--- src/rtl/crp_pkg.sv ---
`default_nettype none

package crp_pkg;

  // Field widths of the command and result ports.
  localparam int ACTION_W = 3;
  localparam int FRAME_W  = 6;
  localparam int SLOT_W   = 6;
  localparam int STATUS_W = 2;

  // Defaults for the top-level parameters.
  localparam int FRAMES_DEF   = 64;
  localparam int PIN_BITS_DEF = 8;

  // Action codes.
  localparam logic [ACTION_W-1:0] ACT_RESERVE = 3'd0;
  localparam logic [ACTION_W-1:0] ACT_TOUCH   = 3'd1;
  localparam logic [ACTION_W-1:0] ACT_PIN     = 3'd2;
  localparam logic [ACTION_W-1:0] ACT_UNPIN   = 3'd3;
  localparam logic [ACTION_W-1:0] ACT_FREE    = 3'd4;

  // Status codes.
  localparam logic [STATUS_W-1:0] ST_OK   = 2'd0;
  localparam logic [STATUS_W-1:0] ST_FULL = 2'd1;
  localparam logic [STATUS_W-1:0] ST_BAD  = 2'd2;

  // Commands from the controller to the datapath.
  typedef struct packed {
    logic load;
    logic clear;
    logic lookup;
    logic sweep;
    logic exec;
  } crp_cmd_t;

  // Status from the datapath to the controller.
  typedef struct packed {
    logic clear_last;
    logic is_reserve;
    logic sweep_end;
  } crp_sts_t;

endpackage

`default_nettype wire

--- src/rtl/crp_ctrl.sv ---
`default_nettype none

module crp_ctrl
  import crp_pkg::*;
(
  input  wire logic     clk_i,
  input  wire logic     rst_ni,
  input  wire logic     start,
  input  wire crp_sts_t sts_i,
  output crp_cmd_t      cmd_o,
  output logic          busy
);

  localparam logic [2:0] S_CLEAR = 3'd0;
  localparam logic [2:0] S_IDLE  = 3'd1;
  localparam logic [2:0] S_LOOK  = 3'd2;
  localparam logic [2:0] S_SWEEP = 3'd3;
  localparam logic [2:0] S_EXEC  = 3'd4;

  logic [2:0] state_q, state_d;

  always_comb begin
    state_d = state_q;
    cmd_o   = '0;
    unique case (state_q)
      S_CLEAR: begin
        cmd_o.clear = 1'b1;
        if (sts_i.clear_last) begin
          state_d = S_IDLE;
        end
      end
      S_IDLE: begin
        if (start) begin
          cmd_o.load = 1'b1;
          state_d    = S_LOOK;
        end
      end
      S_LOOK: begin
        cmd_o.lookup = 1'b1;
        state_d      = sts_i.is_reserve ? S_SWEEP : S_EXEC;
      end
      S_SWEEP: begin
        cmd_o.sweep = 1'b1;
        if (sts_i.sweep_end) begin
          state_d = S_IDLE;
        end
      end
      S_EXEC: begin
        cmd_o.exec = 1'b1;
        state_d    = S_IDLE;
      end
      default: begin
        state_d = S_CLEAR;
      end
    endcase
  end

  assign busy = (state_q != S_IDLE);

  always_ff @(posedge clk_i or negedge rst_ni) begin
    if (!rst_ni) begin
      state_q <= S_CLEAR;
    end else begin
      state_q <= state_d;
    end
  end

  // A sweep or an execute step is only ever entered through a lookup.
  assert property (@(posedge clk_i) disable iff (!rst_ni)
    (state_q == S_SWEEP || state_q == S_EXEC) && $past(state_q) != S_SWEEP
      |-> $past(state_q) == S_LOOK)
    else $error("sweep or execute entered without a lookup");

endmodule

`default_nettype wire

--- src/rtl/crp_dp.sv ---
`default_nettype none

module crp_dp
  import crp_pkg::*;
#(
  parameter int FRAMES   = FRAMES_DEF,
  parameter int PIN_BITS = PIN_BITS_DEF
) (
  input  wire logic                clk_i,
  input  wire logic                rst_ni,
  input  wire logic [ACTION_W-1:0] action_i,
  input  wire logic [FRAME_W-1:0]  frame_i,
  input  wire crp_cmd_t            cmd_i,
  output crp_sts_t                 sts_o,
  output logic                     done_o,
  output logic [SLOT_W-1:0]        slot_o,
  output logic                     must_flush_o,
  output logic [STATUS_W-1:0]      status_o
);

  localparam int HAND_W = $clog2(FRAMES);
  localparam int STEP_W = $clog2(2 * FRAMES);
  localparam int ENT_W  = PIN_BITS + 2;
  localparam logic [HAND_W-1:0]   LAST_FRAME = HAND_W'(FRAMES - 1);
  localparam logic [STEP_W-1:0]   LAST_STEP  = STEP_W'(2 * FRAMES - 1);
  localparam logic [PIN_BITS-1:0] PIN_MAX    = '1;

  // Each entry holds {present, accessed, pin count}.
  logic [ENT_W-1:0] mem [FRAMES];

  logic [ACTION_W-1:0] action_q;
  logic [FRAME_W-1:0]  frame_q;
  logic [HAND_W-1:0]   hand_q, hand_d, hand_nxt;
  logic [STEP_W-1:0]   step_q, step_d;
  logic [HAND_W-1:0]   clr_q, clr_d;
  logic [ENT_W-1:0]    rd_q;
  logic [HAND_W-1:0]   rd_addr;

  logic                we;
  logic [HAND_W-1:0]   waddr;
  logic [ENT_W-1:0]    wdata;

  logic                valid_q, valid_d;
  logic [SLOT_W-1:0]   slot_q, slot_d;
  logic                flush_q, flush_d;
  logic [STATUS_W-1:0] status_q, status_d;

  logic [31:0]         frame_ext, hand_ext;
  logic [HAND_W-1:0]   frame_addr;
  logic                frame_ok;
  logic [SLOT_W-1:0]   hand_slot;
  logic                ent_present, ent_access;
  logic [PIN_BITS-1:0] ent_pin;
  logic                is_reserve;
  logic                skip;
  logic                sweep_end;

  assign frame_ext  = 32'(frame_q);
  assign frame_addr = frame_ext[HAND_W-1:0];
  assign frame_ok   = frame_ext < 32'(FRAMES);
  assign hand_ext   = 32'(hand_q);
  assign hand_slot  = hand_ext[SLOT_W-1:0];
  assign hand_nxt   = (hand_q == LAST_FRAME) ? '0 : hand_q + HAND_W'(1);

  assign ent_present = rd_q[ENT_W-1];
  assign ent_access  = rd_q[ENT_W-2];
  assign ent_pin     = rd_q[PIN_BITS-1:0];

  assign is_reserve = (action_q == ACT_RESERVE);

  // During a sweep the next frame is read ahead; it is simply dropped when the sweep stops.
  assign rd_addr = cmd_i.lookup ? (is_reserve ? hand_q : frame_addr) : hand_nxt;

  always_comb begin
    we        = 1'b0;
    waddr     = hand_q;
    wdata     = '0;
    hand_d    = hand_q;
    step_d    = step_q;
    clr_d     = clr_q;
    valid_d   = 1'b0;
    slot_d    = '0;
    flush_d   = 1'b0;
    status_d  = ST_OK;
    skip      = 1'b0;
    sweep_end = 1'b0;

    if (cmd_i.clear) begin
      we    = 1'b1;
      waddr = clr_q;
      clr_d = clr_q + HAND_W'(1);
    end

    if (cmd_i.lookup) begin
      step_d = '0;
    end

    if (cmd_i.sweep) begin
      if (!ent_present || (ent_pin == '0 && !ent_access)) begin
        we        = 1'b1;
        wdata     = {1'b1, 1'b0, {PIN_BITS{1'b0}}};
        hand_d    = hand_nxt;
        valid_d   = 1'b1;
        slot_d    = hand_slot;
        flush_d   = ent_present;
        sweep_end = 1'b1;
      end else begin
        skip   = 1'b1;
        hand_d = hand_nxt;
        if (ent_pin == '0) begin
          // Second chance: clear the access bit and move on.
          we    = 1'b1;
          wdata = {1'b1, 1'b0, ent_pin};
        end
      end
      if (skip) begin
        step_d = step_q + STEP_W'(1);
        if (step_q == LAST_STEP) begin
          valid_d   = 1'b1;
          status_d  = ST_FULL;
          sweep_end = 1'b1;
        end
      end
    end

    if (cmd_i.exec) begin
      valid_d = 1'b1;
      waddr   = frame_addr;
      priority if (action_q > ACT_FREE || !frame_ok) begin
        status_d = ST_BAD;
      end else if (action_q == ACT_FREE) begin
        we    = 1'b1;
        wdata = '0;
      end else if (!ent_present) begin
        status_d = ST_BAD;
      end else if (action_q == ACT_TOUCH) begin
        we    = 1'b1;
        wdata = {1'b1, 1'b1, ent_pin};
      end else if (action_q == ACT_PIN) begin
        we    = 1'b1;
        wdata = {1'b1, ent_access, (ent_pin == PIN_MAX) ? ent_pin : ent_pin + PIN_BITS'(1)};
      end else if (ent_pin == '0) begin
        status_d = ST_BAD;
      end else begin
        we    = 1'b1;
        wdata = {1'b1, ent_access, ent_pin - PIN_BITS'(1)};
      end
    end
  end

  assign sts_o.clear_last = (clr_q == LAST_FRAME);
  assign sts_o.is_reserve = is_reserve;
  assign sts_o.sweep_end  = sweep_end;

  always_ff @(posedge clk_i) begin
    if (we) begin
      mem[waddr] <= wdata;
    end
    rd_q <= mem[rd_addr];
  end

  always_ff @(posedge clk_i) begin
    if (cmd_i.load) begin
      action_q <= action_i;
      frame_q  <= frame_i;
    end
    slot_q   <= slot_d;
    flush_q  <= flush_d;
    status_q <= status_d;
  end

  always_ff @(posedge clk_i or negedge rst_ni) begin
    if (!rst_ni) begin
      hand_q  <= '0;
      step_q  <= '0;
      clr_q   <= '0;
      valid_q <= 1'b0;
    end else begin
      hand_q  <= hand_d;
      step_q  <= step_d;
      clr_q   <= clr_d;
      valid_q <= valid_d;
    end
  end

  assign done_o       = valid_q;
  assign slot_o       = slot_q;
  assign must_flush_o = flush_q;
  assign status_o     = status_q;

  // The strobe never lasts more than one cycle.
  assert property (@(posedge clk_i) disable iff (!rst_ni)
    valid_q |=> !valid_q)
    else $error("result strobe held for two cycles");

  // Actions other than reserve never move the hand.
  assert property (@(posedge clk_i) disable iff (!rst_ni)
    cmd_i.exec |=> $stable(hand_q))
    else $error("hand moved by a non-reserve action");

endmodule

`default_nettype wire

--- src/rtl/clock_replacement_policy.sv ---
// Channel   Ports                                    Handshake
// command   action_i, frame_i                        taken when start && !busy
// result    slot_o, must_flush_o, status_o           valid for the one cycle done_o is high
//
// After reset the frame table is cleared, one frame a cycle; busy is high throughout. Touch,
// pin, unpin and free step through a table read, an update and the result cycle, in which
// busy is already low. A reserve runs a table read and then a sweep in which the hand
// visits k frames, k from 1 to 2*FRAMES; the single table read port sets one frame per cycle.
// The result cannot be held off: it is shown for exactly one cycle.
`default_nettype none

module clock_replacement_policy
  import crp_pkg::*;
#(
  parameter int FRAMES   = FRAMES_DEF,
  parameter int PIN_BITS = PIN_BITS_DEF
) (
  input  wire logic                clk_i,
  input  wire logic                rst_ni,
  input  wire logic                start,
  output logic                     busy,
  input  wire logic [ACTION_W-1:0] action_i,
  input  wire logic [FRAME_W-1:0]  frame_i,
  output logic                     done_o,
  output logic [SLOT_W-1:0]        slot_o,
  output logic                     must_flush_o,
  output logic [STATUS_W-1:0]      status_o
);

  crp_cmd_t cmd;
  crp_sts_t sts;

  crp_ctrl u_ctrl (
    .clk_i  (clk_i),
    .rst_ni (rst_ni),
    .start  (start),
    .sts_i  (sts),
    .cmd_o  (cmd),
    .busy   (busy)
  );

  crp_dp #(
    .FRAMES   (FRAMES),
    .PIN_BITS (PIN_BITS)
  ) u_dp (
    .clk_i        (clk_i),
    .rst_ni       (rst_ni),
    .action_i     (action_i),
    .frame_i      (frame_i),
    .cmd_i        (cmd),
    .sts_o        (sts),
    .done_o       (done_o),
    .slot_o       (slot_o),
    .must_flush_o (must_flush_o),
    .status_o     (status_o)
  );

  // The block is ready again in the cycle that shows a result.
  assert property (@(posedge clk_i) disable iff (!rst_ni)
    done_o |-> !busy)
    else $error("result shown while still busy");

  // A flush is only requested for a successful reserve.
  assert property (@(posedge clk_i) disable iff (!rst_ni)
    done_o && must_flush_o |-> status_o == ST_OK)
    else $error("flush flagged on a failed item");

  // A failed item carries no slot and no flush.
  assert property (@(posedge clk_i) disable iff (!rst_ni)
    done_o && status_o != ST_OK |-> slot_o == '0 && !must_flush_o)
    else $error("failed item carries a slot or flush");

endmodule

`default_nettype wire

--- config.mk ---
export PLATFORM = sky130hd
export DESIGN_NAME = clock_replacement_policy
export DESIGN_NICKNAME = d
export VERILOG_FILES = /design/src/rtl/crp_pkg.sv /design/src/rtl/crp_ctrl.sv /design/src/rtl/crp_dp.sv /design/src/rtl/clock_replacement_policy.sv
export SDC_FILE = /design/constraint.sdc
export NUM_CORES = 1
export LEC_CHECK = 0
export BUFFER_PORTS_ARGS = -buffer_cell sky130_fd_sc_hd__clkbuf_2
export CAP_MARGIN = 0
export CELL_PAD_IN_SITES_DETAIL_PLACEMENT = 1
export CELL_PAD_IN_SITES_GLOBAL_PLACEMENT = 1
export CORE_MARGIN = 1.5
export CORE_UTILIZATION = 35
export CTS_CLUSTER_SIZE = 20
export DETAILED_ROUTE_END_ITERATION = 7
export GPL_TIMING_DRIVEN = 0
export HOLD_SLACK_MARGIN = 0.03
export PLACE_DENSITY = 0.59
export SYNTH_ARGS = -nofsm -noshare
export SYNTH_HDL_FRONTEND = slang
export SYNTH_SLANG_ARGS = --single-unit
--- constraint.sdc ---
create_clock -name clk_i -period 6.35 [get_ports clk_i]
set_input_delay 1.27 -clock clk_i [delete_from_list [all_inputs] [get_ports clk_i]]
set_output_delay 1.27 -clock clk_i [all_outputs]
set_load 0.01 [all_outputs]
==> After elaboration in Yosys (flattened, before gate mapping) <==
Memory sizes are Yosys's and may differ from the RTL's. A register that Yosys moved wholly into a read port is not among the register bits.
Index checks and enable logic that the tools add are counted.
W data, S select, Z words.
{ "op_classes": {"add_sub_neg": 5, "magnitude_cmp": 2, "n_eq_ne": 15, "n_mux": 60, "n_reduce_logical": 11} }
{ "op_table": {"columns": ["cell", "count"], "rows": [
  ["$mux W10", 10],
  ["$mux W6", 5],
  ["$mux W1", 27],
  ["$mux W7", 3],
  ["$mux W2", 9],
  ["$pmux W3 S5", 1],
  ["$add A6 B1 Y6 const B", 2],
  ["$eq A6 B6 Y1 const B", 2],
  ["$mux W3", 4],
  ["$eq A3 B2 Y1 const B", 3],
  ["$add A8 B1 Y8 const B", 1],
  ["$eq A8 B8 Y1 const B", 1],
  ["$logic_not A8 Y1", 1],
  ["$mux W8", 1],
  ["$sub A8 B1 Y8 const B", 1],
  ["$add A7 B1 Y7 const B", 1],
  ["$eq A7 B7 Y1 const B", 1],
  ["$lt A6 B7 Y1 const B", 1],
  ["$eq A3 B1 Y1 const B", 2],
  ["$eq A3 B3 Y1 const B", 2],
  ["$logic_not A3 Y1", 2],
  ["$ne A2 B2 Y1 const B", 2],
  ["$gt A3 B3 Y1 const B", 1],
  ["$logic_not A1 Y1", 3],
  ["other kinds (6)", 7]
]} }
{ "totals": {"regBits": 41, "ram_bits": 640, "input_bits": 12, "out_inout_bits": 11, "elab_cells": 104, "memories": 1} }
{ "mem_list": {"columns": ["memory", "words", "width", "read_ports", "rd_ports_with_merged_regs", "write_ports", "line", "text"], "rows": [
  ["u_dp.mem", 64, 10, 1, 1, 1, "crp_dp.sv:29", "logic [ENT_W-1:0] mem [FRAMES];"]
]} }

==> Logic depth before layout (Yosys ltp) <==
Gate-level depths: netlist of the first run.
{ "logic_depth": {"depth_word": 15, "depth_mapped": 14, "depth_no_buf": 10} }

==> Cells and area by module <==
A second synthesis of the first run with hierarchy kept.
{ "unflattened": {"hier_cells": 2240, "area_unflattened_um2": 28875.2} }
{ "modules_own_cells": {"columns": ["module", "instances", "cells_per_inst", "area_each_um2", "seq_area_each_um2"], "rows": [
  ["crp_dp", 1, 2220, 28658.7, 20369.5],
  ["crp_ctrl", 1, 20, 216.5, 75.1]
]} }

==> Worst setup path before layout of the first run <==
No wires, ideal clock.
{ "synth_timing": {"path_kind": "reg2reg", "from": "register u_ctrl.state_q[0]", "to": "memory u_dp.mem[0][0] (netlist name) (data pin)", "setup_ns": 0.702, "arrival_ns": 4.013, "t_required_ns": 5.648, "slack_ns": 1.636, "stages_incl_launch_ff": 7, "path_buffers": 2, "period_less_slack_ns": 4.714, "path_cell_list": "dfrtp_1 -> buf_6 -> nor2_1 -> clkbuf_1 -> and3_1 -> o211ai_1 -> o21ai_0"} }
{ "synth_via": {"elab_chain_len": 10, "word_cells_on_any_way": 12, "classes_between": "eq/ne: 2; mux: 10"} }
{ "synth_rtl": {"columns": ["item", "line", "text"], "rows": [
  ["start: declaration", "crp_ctrl.sv:20", "logic [2:0] state_q, state_d;"],
  ["start signal: assignment", "crp_ctrl.sv:64", "state_q <= state_d;"],
  ["$eq A3 B2 Y1", "crp_ctrl.sv:25", "unique case (state_q)"],
  ["$mux W1", "crp_ctrl.sv:25", null],
  ["$mux W10", "crp_dp.sv:98", "if (cmd_i.sweep) begin"],
  ["$mux W10", "crp_dp.sv:142", "end else if (ent_pin == '0) begin"],
  ["$mux W10", "crp_dp.sv:139", "end else if (action_q == ACT_PIN) begin"],
  ["$mux W10", "crp_dp.sv:136", "end else if (action_q == ACT_TOUCH) begin"],
  ["$mux W10", "crp_dp.sv:134", "end else if (!ent_present) begin"],
  ["$mux W10", "crp_dp.sv:131", "end else if (action_q == ACT_FREE) begin"],
  ["$mux W10", "crp_dp.sv:129", "priority if (action_q > ACT_FREE || !frame_ok) begin"],
  ["$mux W10 *", "crp_dp.sv:126", "if (cmd_i.exec) begin"],
  ["via u_dp.wdata[0]", "crp_dp.sv:41", "logic [ENT_W-1:0] wdata;"],
  ["end: declaration", "crp_dp.sv:29", null]
]} }
The timed path passes the listed nets; every way through them passes the cells marked *.

==> Final worst setup path of the first run <==
{ "layout_timing": {"from": "register u_dp.action_q[1]", "to": "register u_dp.rd_q[2] (read register of u_dp.mem)"} }
{ "layout_via": {"elab_chain_len": 3} }
{ "layout_rtl": {"columns": ["item", "line", "text"], "rows": [
  ["start: declaration", "crp_dp.sv:31", "logic [ACTION_W-1:0] action_q;"],
  ["start signal: assignment", "crp_dp.sv:164", "action_q <= action_i;"],
  ["$logic_not A3 Y1", "crp_dp.sv:69", "assign is_reserve = (action_q == ACT_RESERVE);"],
  ["$mux W6 (2 in series)", "crp_dp.sv:72", "assign rd_addr = cmd_i.lookup ? (is_reserve ? hand_q : frame_addr) : hand_nxt;"],
  ["end: declaration", "crp_dp.sv:36", "logic [ENT_W-1:0] rd_q;"]
]} }
Every way passes these cells.
A chain may end at the register's enable or synchronous reset.

==> results.json, run 1 <==
{
  "postLayoutCoreUtil_pct": 41.01,
  "yosysTopAreaCell": "edfxtp_1",
  "rsz0062_at_grt": "no",
  "grt_overflow_total": 0,
  "port_buffers": 22,
  "synth_cell_type_count": 71,
  "grt_start_max_net_pins": 42,
  "synth_async_sr_flop_share_pct": 3.329,
  "drc": 0,
  "std_cell_rows": 104,
  "leakagePower_nw": 10.94,
  "first_iter_violations": 1620,
  "endpoint_kind": "flip-flop",
  "synth-simple-area-share_pct": 13.29,
  "clk_pin_slew_worst_paths_ns": 0.06,
  "grt_pass1_wl_mm": 140.6,
  "die_area_sq_um": 83870,
  "worstPathRequired_ns": 6.89,
  "outcome": "complete, but fails checks",
  "cts_buffer_depth": 3,
  "finalPower_mw": 18.10,
  "power.combinational.fraction_pct": 43.7,
  "slowest_stage": "a2111oi_0",
  "startpoint_type": "flip-flop",
  "cts_root_buffer": "clkbuf_16",
  "irDropWorstVdd_v": 0.0002623,
  "start_util_pct": 35.52,
  "drv_cap": 1,
  "fin_ws_ns": 1.361,
  "synth_xor_area_share_pct": 0.2742,
  "holdWs_ns": 0.4805,
  "area_delta_synth_final_pct": 15.44,
  "dp_hpwl_mm": 68.99,
  "vias_per_cell": 5.685,
  "fin_nets": 2342,
  "synth.avg_cell_area_sq_um": 13.07,
  "max_stage_delay_ns": 1.21,
  "firstDrtPassIters": 6,
  "grt_pass1_vias": 20140,
  "chipWidth_um": 289.6,
  "violations": "capacitance limit",
  "crit_chain": "o31a_1 > o21ai_1 > nand2_1 > buf_2 > clkbuf_1 > a31oi_1 > o21ai_0 > a2111oi_0 > a22o_1",
  "cp.arrival_ns": 5.53,
  "fin_cells": 3447,
  "dp_worst_setup_slack_ns": 1.508,
  "cp_max_fo": 10,
  "via_count": 19600,
  "switching_share_pct": 42.88,
  "dpl_cell_area_sq_um": 30690,
  "synthFlopType": "edfxtp_1",
  "cts_tree": "built",
  "synth_top_family_by_area": "simple AND/OR/NAND/NOR gates",
  "hp-class": "flip-flop to flip-flop",
  "pin_count": 23,
  "synth.top_cell.area_share_pct": 67.78,
  "postCtsHoldBufs": 0,
  "ys_seq_elements": 691,
  "min_period_ns": 4.989,
  "maxSlewHeadroom_pct": 2.337,
  "netlist_top_cells_area": "edfxtp_1 (68%), nand2_1 (5.8%), nand3_1 (2.5%)",
  "p_sw_mw": 7.760,
  "drive_gt1_share_pct": 12.24,
  "coreArea_sq_um": 80940,
  "totalWireLength_mm": 97.57,
  "syn_inst": 2200,
  "die_y_um": 289.6,
  "place_inst": 3305,
  "synth_area_sq_um": 28750,
  "power_density_nw_per_um2": 545.3,
  "synthMuxAreaShare_pct": 1.462,
  "wl_per_cell_um": 28.31,
  "antenna_found_initial": 3,
  "grt_util_all_layers_pct": 23.32,
  "yosysWarnings": 0,
  "finalSetupViolations": 0,
  "ctsResizeCount": 0,
  "synth_edf_count": 649,
  "cts_sinks": 691,
  "ys_seq_area_share_pct": 71.11,
  "final_hold_viol_count": 0,
  "synth_compound_area_share_pct": 10.71,
  "p_int_mw": 10.34,
  "synth_fa_ha_area_share_pct": 0.2176,
  "worstSkewPairLatency_ns": 0.64,
  "finalSetupTns_ns": 0,
  "slew_violations": 0,
  "cts_made_buffers": 78,
  "clock_skew_ns": 0.02645,
  "fin_crit_sh_pct": 78.56,
  "routabilityCongestion": 0.8847,
  "syn-num-nets": 2217,
  "fmax_mhz": 200.4,
  "h-tree-depth": 3,
  "path_class": "flip-flop to flip-flop",
  "pwr-share-clk_pct": 24.8,
  "postCtsSetupBuffers": 0,
  "tightest_slew_ns": 1.428,
  "ant_nets": 0,
  "stdcell_area_sq_um": 33190,
  "p_seq_share_pct": 31.5
}
sequential cells by signal, summed over array words and instances (netlist names):
register / cells
u_ctrl.state_q: 3
u_dp.action_q: 3
u_dp.clr_q: 6
u_dp.done_o: 1
u_dp.frame_addr: 6
u_dp.hand_q: 6
u_dp.mem: 640
u_dp.must_flush_o: 1
u_dp.rd_q: 10
u_dp.slot_o: 6
u_dp.status_o: 2
u_dp.step_q: 7
cell usage in the layout, fill, tap and decap left out, drive strengths merged, types with 6 or more instances in the layout:
cell and n:
a311oi 43, and3 68, clkbuf 192, bufinv 6, buf 106, nor4 11
a21o 7, dfxtp 19, a22o 10, a22oi 20, a2111oi 20, mux2 13
o22ai 23, nor3 23, xnor2 6, o21ai 50, inv 7, nor2 109
or2 12, dfrtp 23, a31oi 43, a211oi 91, nand2 449, clkinv 28
nand3 143, edfxtp 649, mux2i 27, nor2b 7, a21boi 11, and2 12
o21bai 10, a21oi 95
critical path, delay by kind of cell, from the launching register on:
kind	cells	cell delay (ns)
flops	1	0.54
buf+inv	2	0.67
compound gates	6	3.47
simple gates	1	0.20
cell families (layout without fill, tap and decap cells):
kind of cell | count (synthesis) | in the layout
flops | 691 | 691
buf+inv | 157 | 343
compound gates | 445 | 445
fa+ha+maj | 5 | 5
xor+xnor | 9 | 9
mux | 40 | 40
simple gates | 853 | 853
other cells | 0 | 1
cell type report:
cell class / count / area (sq um)
fill: 8448 / 47750
sequential: 691 / 20440
multi-input combinational: 1352 / 7555
clock buffer: 103 / 2140
tap: 1060 / 1326
buffer: 152 / 825.8
timing repair buffer: 45 / 520.5
clock inverter: 38 / 359.1
inverter: 5 / 18.77
antenna: 1 / 2.502
path summary, 6_finish.rpt:
path	from	to	slack, ns	depth (start not counted)
worst max-delay path	u_dp.action_q[1]	u_dp.rd_q[2]	1.36	9
worst min-delay path	u_dp.step_q[6]	u_dp.step_q[6]	0.48	1
worst max register to register	u_dp.action_q[1]	u_dp.rd_q[2]	1.36	9
worst min register to register	u_dp.step_q[6]	u_dp.step_q[6]	0.48	1
max in group asynchronous	rst_ni	u_dp.step_q[3]	5.27	1
min in group asynchronous	rst_ni	u_ctrl.state_q[0]	0.66	1
Yosys cell counts (12+ instances only):
master / n
dfxtp_1: 19
nor2_1: 107
o21ai_0: 48
a21oi_1: 95
nand2_1: 446
buf_6: 16
a22oi_1: 20
mux2i_1: 27
a2111oi_0: 12
buf_2: 55
or2_2: 12
a211oi_1: 91
dfrtp_1: 23
o22ai_1: 23
a31oi_1: 43
clkbuf_1: 65
mux2_2: 12
a311oi_1: 42
and2_1: 12
nor3_1: 23
edfxtp_1: 649
and3_1: 67
nand3_1: 143
power groups by stage:
stage | Combinational, mW | Clock [mW] | Sequential (mW)
after floorplan | 4.53 | 0 | 5.72
final | 7.91 | 4.49 | 5.71
after CTS | 7.80 | 4.55 | 5.71
after global routing | 8.34 | 4.71 | 5.75
after global placement | 7.54 | 0 | 5.79
after detailed placement | 7.76 | 0 | 5.80
per-layer routing:
layer  vias up  share of wire (%)  GRT usage [%]
met5         -                  0              0
met4         0                3.6          8.329
met3       171                6.4          3.807
met2       633                 46          37.27
met1     10230                 44          32.14
li1       8559                  -              -
Power figures use the tool's default switching activity.
==> run 2, diff against run 1 <==
==> constraint.sdc (replaced) <==
create_clock -name clk_i -period 4.7 [get_ports clk_i]
set_input_delay 0.94 -clock clk_i [delete_from_list [all_inputs] [get_ports clk_i]]
set_output_delay 0.94 -clock clk_i [all_outputs]
set_load 0.01 [all_outputs]
==> results.json, run 2 (synthesis gave the netlist of run 1 again) <==
{
  "outcome": "complete, but fails checks",
  "violations": "setup timing",
  "grt_util_all_layers_pct": 23.17,
  "drv_cap": 0,
  "first_iter_violations": 1819,
  "rrSetupSlack_ns": -0.06,
  "fin_ws_ns": -0.06496,
  "p_seq_share_pct": 31.6,
  "multiInputGateArea_sq_um": 7572,
  "coreArea_sq_um": 80940,
  "cts_sinks": 691,
  "cts_buffer_depth": 3,
  "ant_nets": 0,
  "critPathLaunch": "u_dp.action_q[1]",
  "crit_chain": "o31a_1 > o21ai_1 > nand2_1 > buf_2 > clkbuf_1 > a31oi_1 > o21ai_0 > a2111oi_0 > a22o_1",
  "rsz0062_at_grt": "no",
  "power.combinational.fraction_pct": 43.7,
  "startpoint_type": "flip-flop",
  "pwr-share-clk_pct": 24.6,
  "holdWs_ns": 0.3215,
  "port_buffers": 22,
  "worstSkewPairLatency_ns": 0.65,
  "finalSetupTns_ns": -0.06496,
  "cp_max_fo": 10,
  "wl_per_cell_um": 28.18,
  "min_period_ns": 4.765,
  "grt_pass1_vias": 19850,
  "regMostFlops": "u_dp.mem",
  "dp_hpwl_mm": 68.59,
  "grt_pass1_wl_mm": 139.1,
  "clk_pin_slew_worst_paths_ns": 0.06,
  "slowest_stage": "a2111oi_0",
  "path_buf_inv": 2,
  "cts_made_buffers": 77,
  "die_area_sq_um": 83870,
  "final_hold_viol_count": 0,
  "wl_met3_mm": 5.435,
  "vias_per_cell": 5.655,
  "wl_met1_mm": 42.93,
  "firstDrtPassIters": 5,
  "drc": 0,
  "cts_tree": "built",
  "drive_gt1_share_pct": 12.22,
  "power_density_nw_per_um2": 735.8,
  "largest_reg_flops": 640,
  "chipWidth_um": 289.6,
  "layout_common_cells": "edfxtp_1 (649), nand2_1 (445), nand3_1 (143), nor2_1 (103), a21oi_1 (94)",
  "p_sw_mw": 10.51,
  "worstPathRequired_ns": 5.23,
  "finalPower_mw": 24.39,
  "std_cell_rows": 104,
  "via_count": 19460,
  "cts_root_buffer": "clkbuf_16",
  "regArea_sq_um": 20440,
  "endpoint_kind": "flip-flop",
  "max_stage_delay_ns": 1.12,
  "fmax_mhz": 209.9,
  "met2WireLength_mm": 45.16,
  "num-fill-cells": 8409,
  "crit_family": "compound AO/OA/AOI/OAI gates",
  "finalSetupViolations": 1,
  "antenna_cells": 0,
  "die_y_um": 289.6,
  "slew_violations": 0,
  "tightest_slew_ns": 1.345,
  "path_class": "flip-flop to flip-flop",
  "fin_crit_sh_pct": 101.4,
  "reg2reg_from": "u_dp.action_q[1]",
  "fin_nets": 2337,
  "clock_skew_ns": 0.03994,
  "largestRegisters": "u_dp.mem (640), u_dp.rd_q (10), u_dp.step_q (7)",
  "routabilityCongestion": 0.8990,
  "antenna_found_initial": 5,
  "h-tree-depth": 3,
  "start_util_pct": 35.52,
  "grt_start_max_net_pins": 65,
  "dr.max_layer_used": "met4",
  "grt_overflow_total": 0,
  "totalWireLength_mm": 96.96,
  "layout_commonest_cell": "edfxtp_1",
  "hp-class": "input pin to async pin",
  "switching_share_pct": 43.07,
  "irDropWorstVdd_v": 0.0003276,
  "leakagePower_nw": 10.91,
  "pin_count": 23,
  "p_int_mw": 13.89,
  "cp.arrival_ns": 5.30,
  "maxSlewHeadroom_pct": 9.637,
  "area_delta_synth_final_pct": 15.30
}
## run 2: changes by cell type in the layout (fill, tap and decap cells not counted), sizes merged
| cell | previous run | this run |
|---|---|---|
| buf | 106 | 103 |
| clkbuf | 192 | 182 |
| diode | 1 | 0 |
| bufinv | 6 | 7 |
| clkinv | 28 | 34 |
| inv | 7 | 8 |
## run 2: per-stage QoR
step	utilization (%)	cell area [sq um]	setup slack [ns]	std cells
after floorplan	-	28750	0.7984	2200
final	40.96	33150	-0.06496	3441
after CTS	40.95	33140	0.06282	3441
after global routing	40.96	33150	0.01531	3441
after detailed placement	37.88	30660	-0.04267	3301
after global placement	37.30	30190	-3.733	3282
## run 2: layout make-up
type	instances	share of cell area, %
tap	1060	4.001
buffer	152	2.491
multi-input combinational	1352	22.84
inverter	5	0.05661
timing repair buffer	41	1.442
clock buffer	94	6.099
sequential	691	61.67
clock inverter	46	1.396
## run 2: routing by layer
metal	track usage [%]	vias to the layer above
li1	-	8555
met1	31.63	10140
met2	37.26	610
met3	3.925	158
met4	8.342	0
met5	0	-
## run 2: final timing paths
| check | cells past startpoint | end |
|---|---|---|
| worst max-delay path | 9 | u_dp.rd_q[1] |
| worst min-delay path | 1 | u_ctrl.state_q[1] |
| worst max register to register | 9 | u_dp.rd_q[1] |
| worst min register to register | 1 | u_dp.step_q[6] |
| max in group asynchronous | 1 | u_dp.clr_q[0] |
| min in group clk_i | 1 | u_dp.frame_addr[3] |
## run 2: repair_timing
action                     CTS  global route
pin swaps                    0             0
setup endpoints to repair    2             4
hold buffers                 0             0
resized for setup            2             2
gates cloned                 0             0
hold endpoints to repair     0             0
setup buffers                0             0
## run 2: power groups by stage
stage | Clock, mW | Sequential, mW | Combinational (mW)
after global placement | 0 | 7.82 | 10.2
after global routing | 6.32 | 7.77 | 11.2
after detailed placement | 0 | 7.83 | 10.4
after CTS | 6.10 | 7.71 | 10.5
after floorplan | 0 | 7.73 | 6.13
final | 6.01 | 7.71 | 10.7
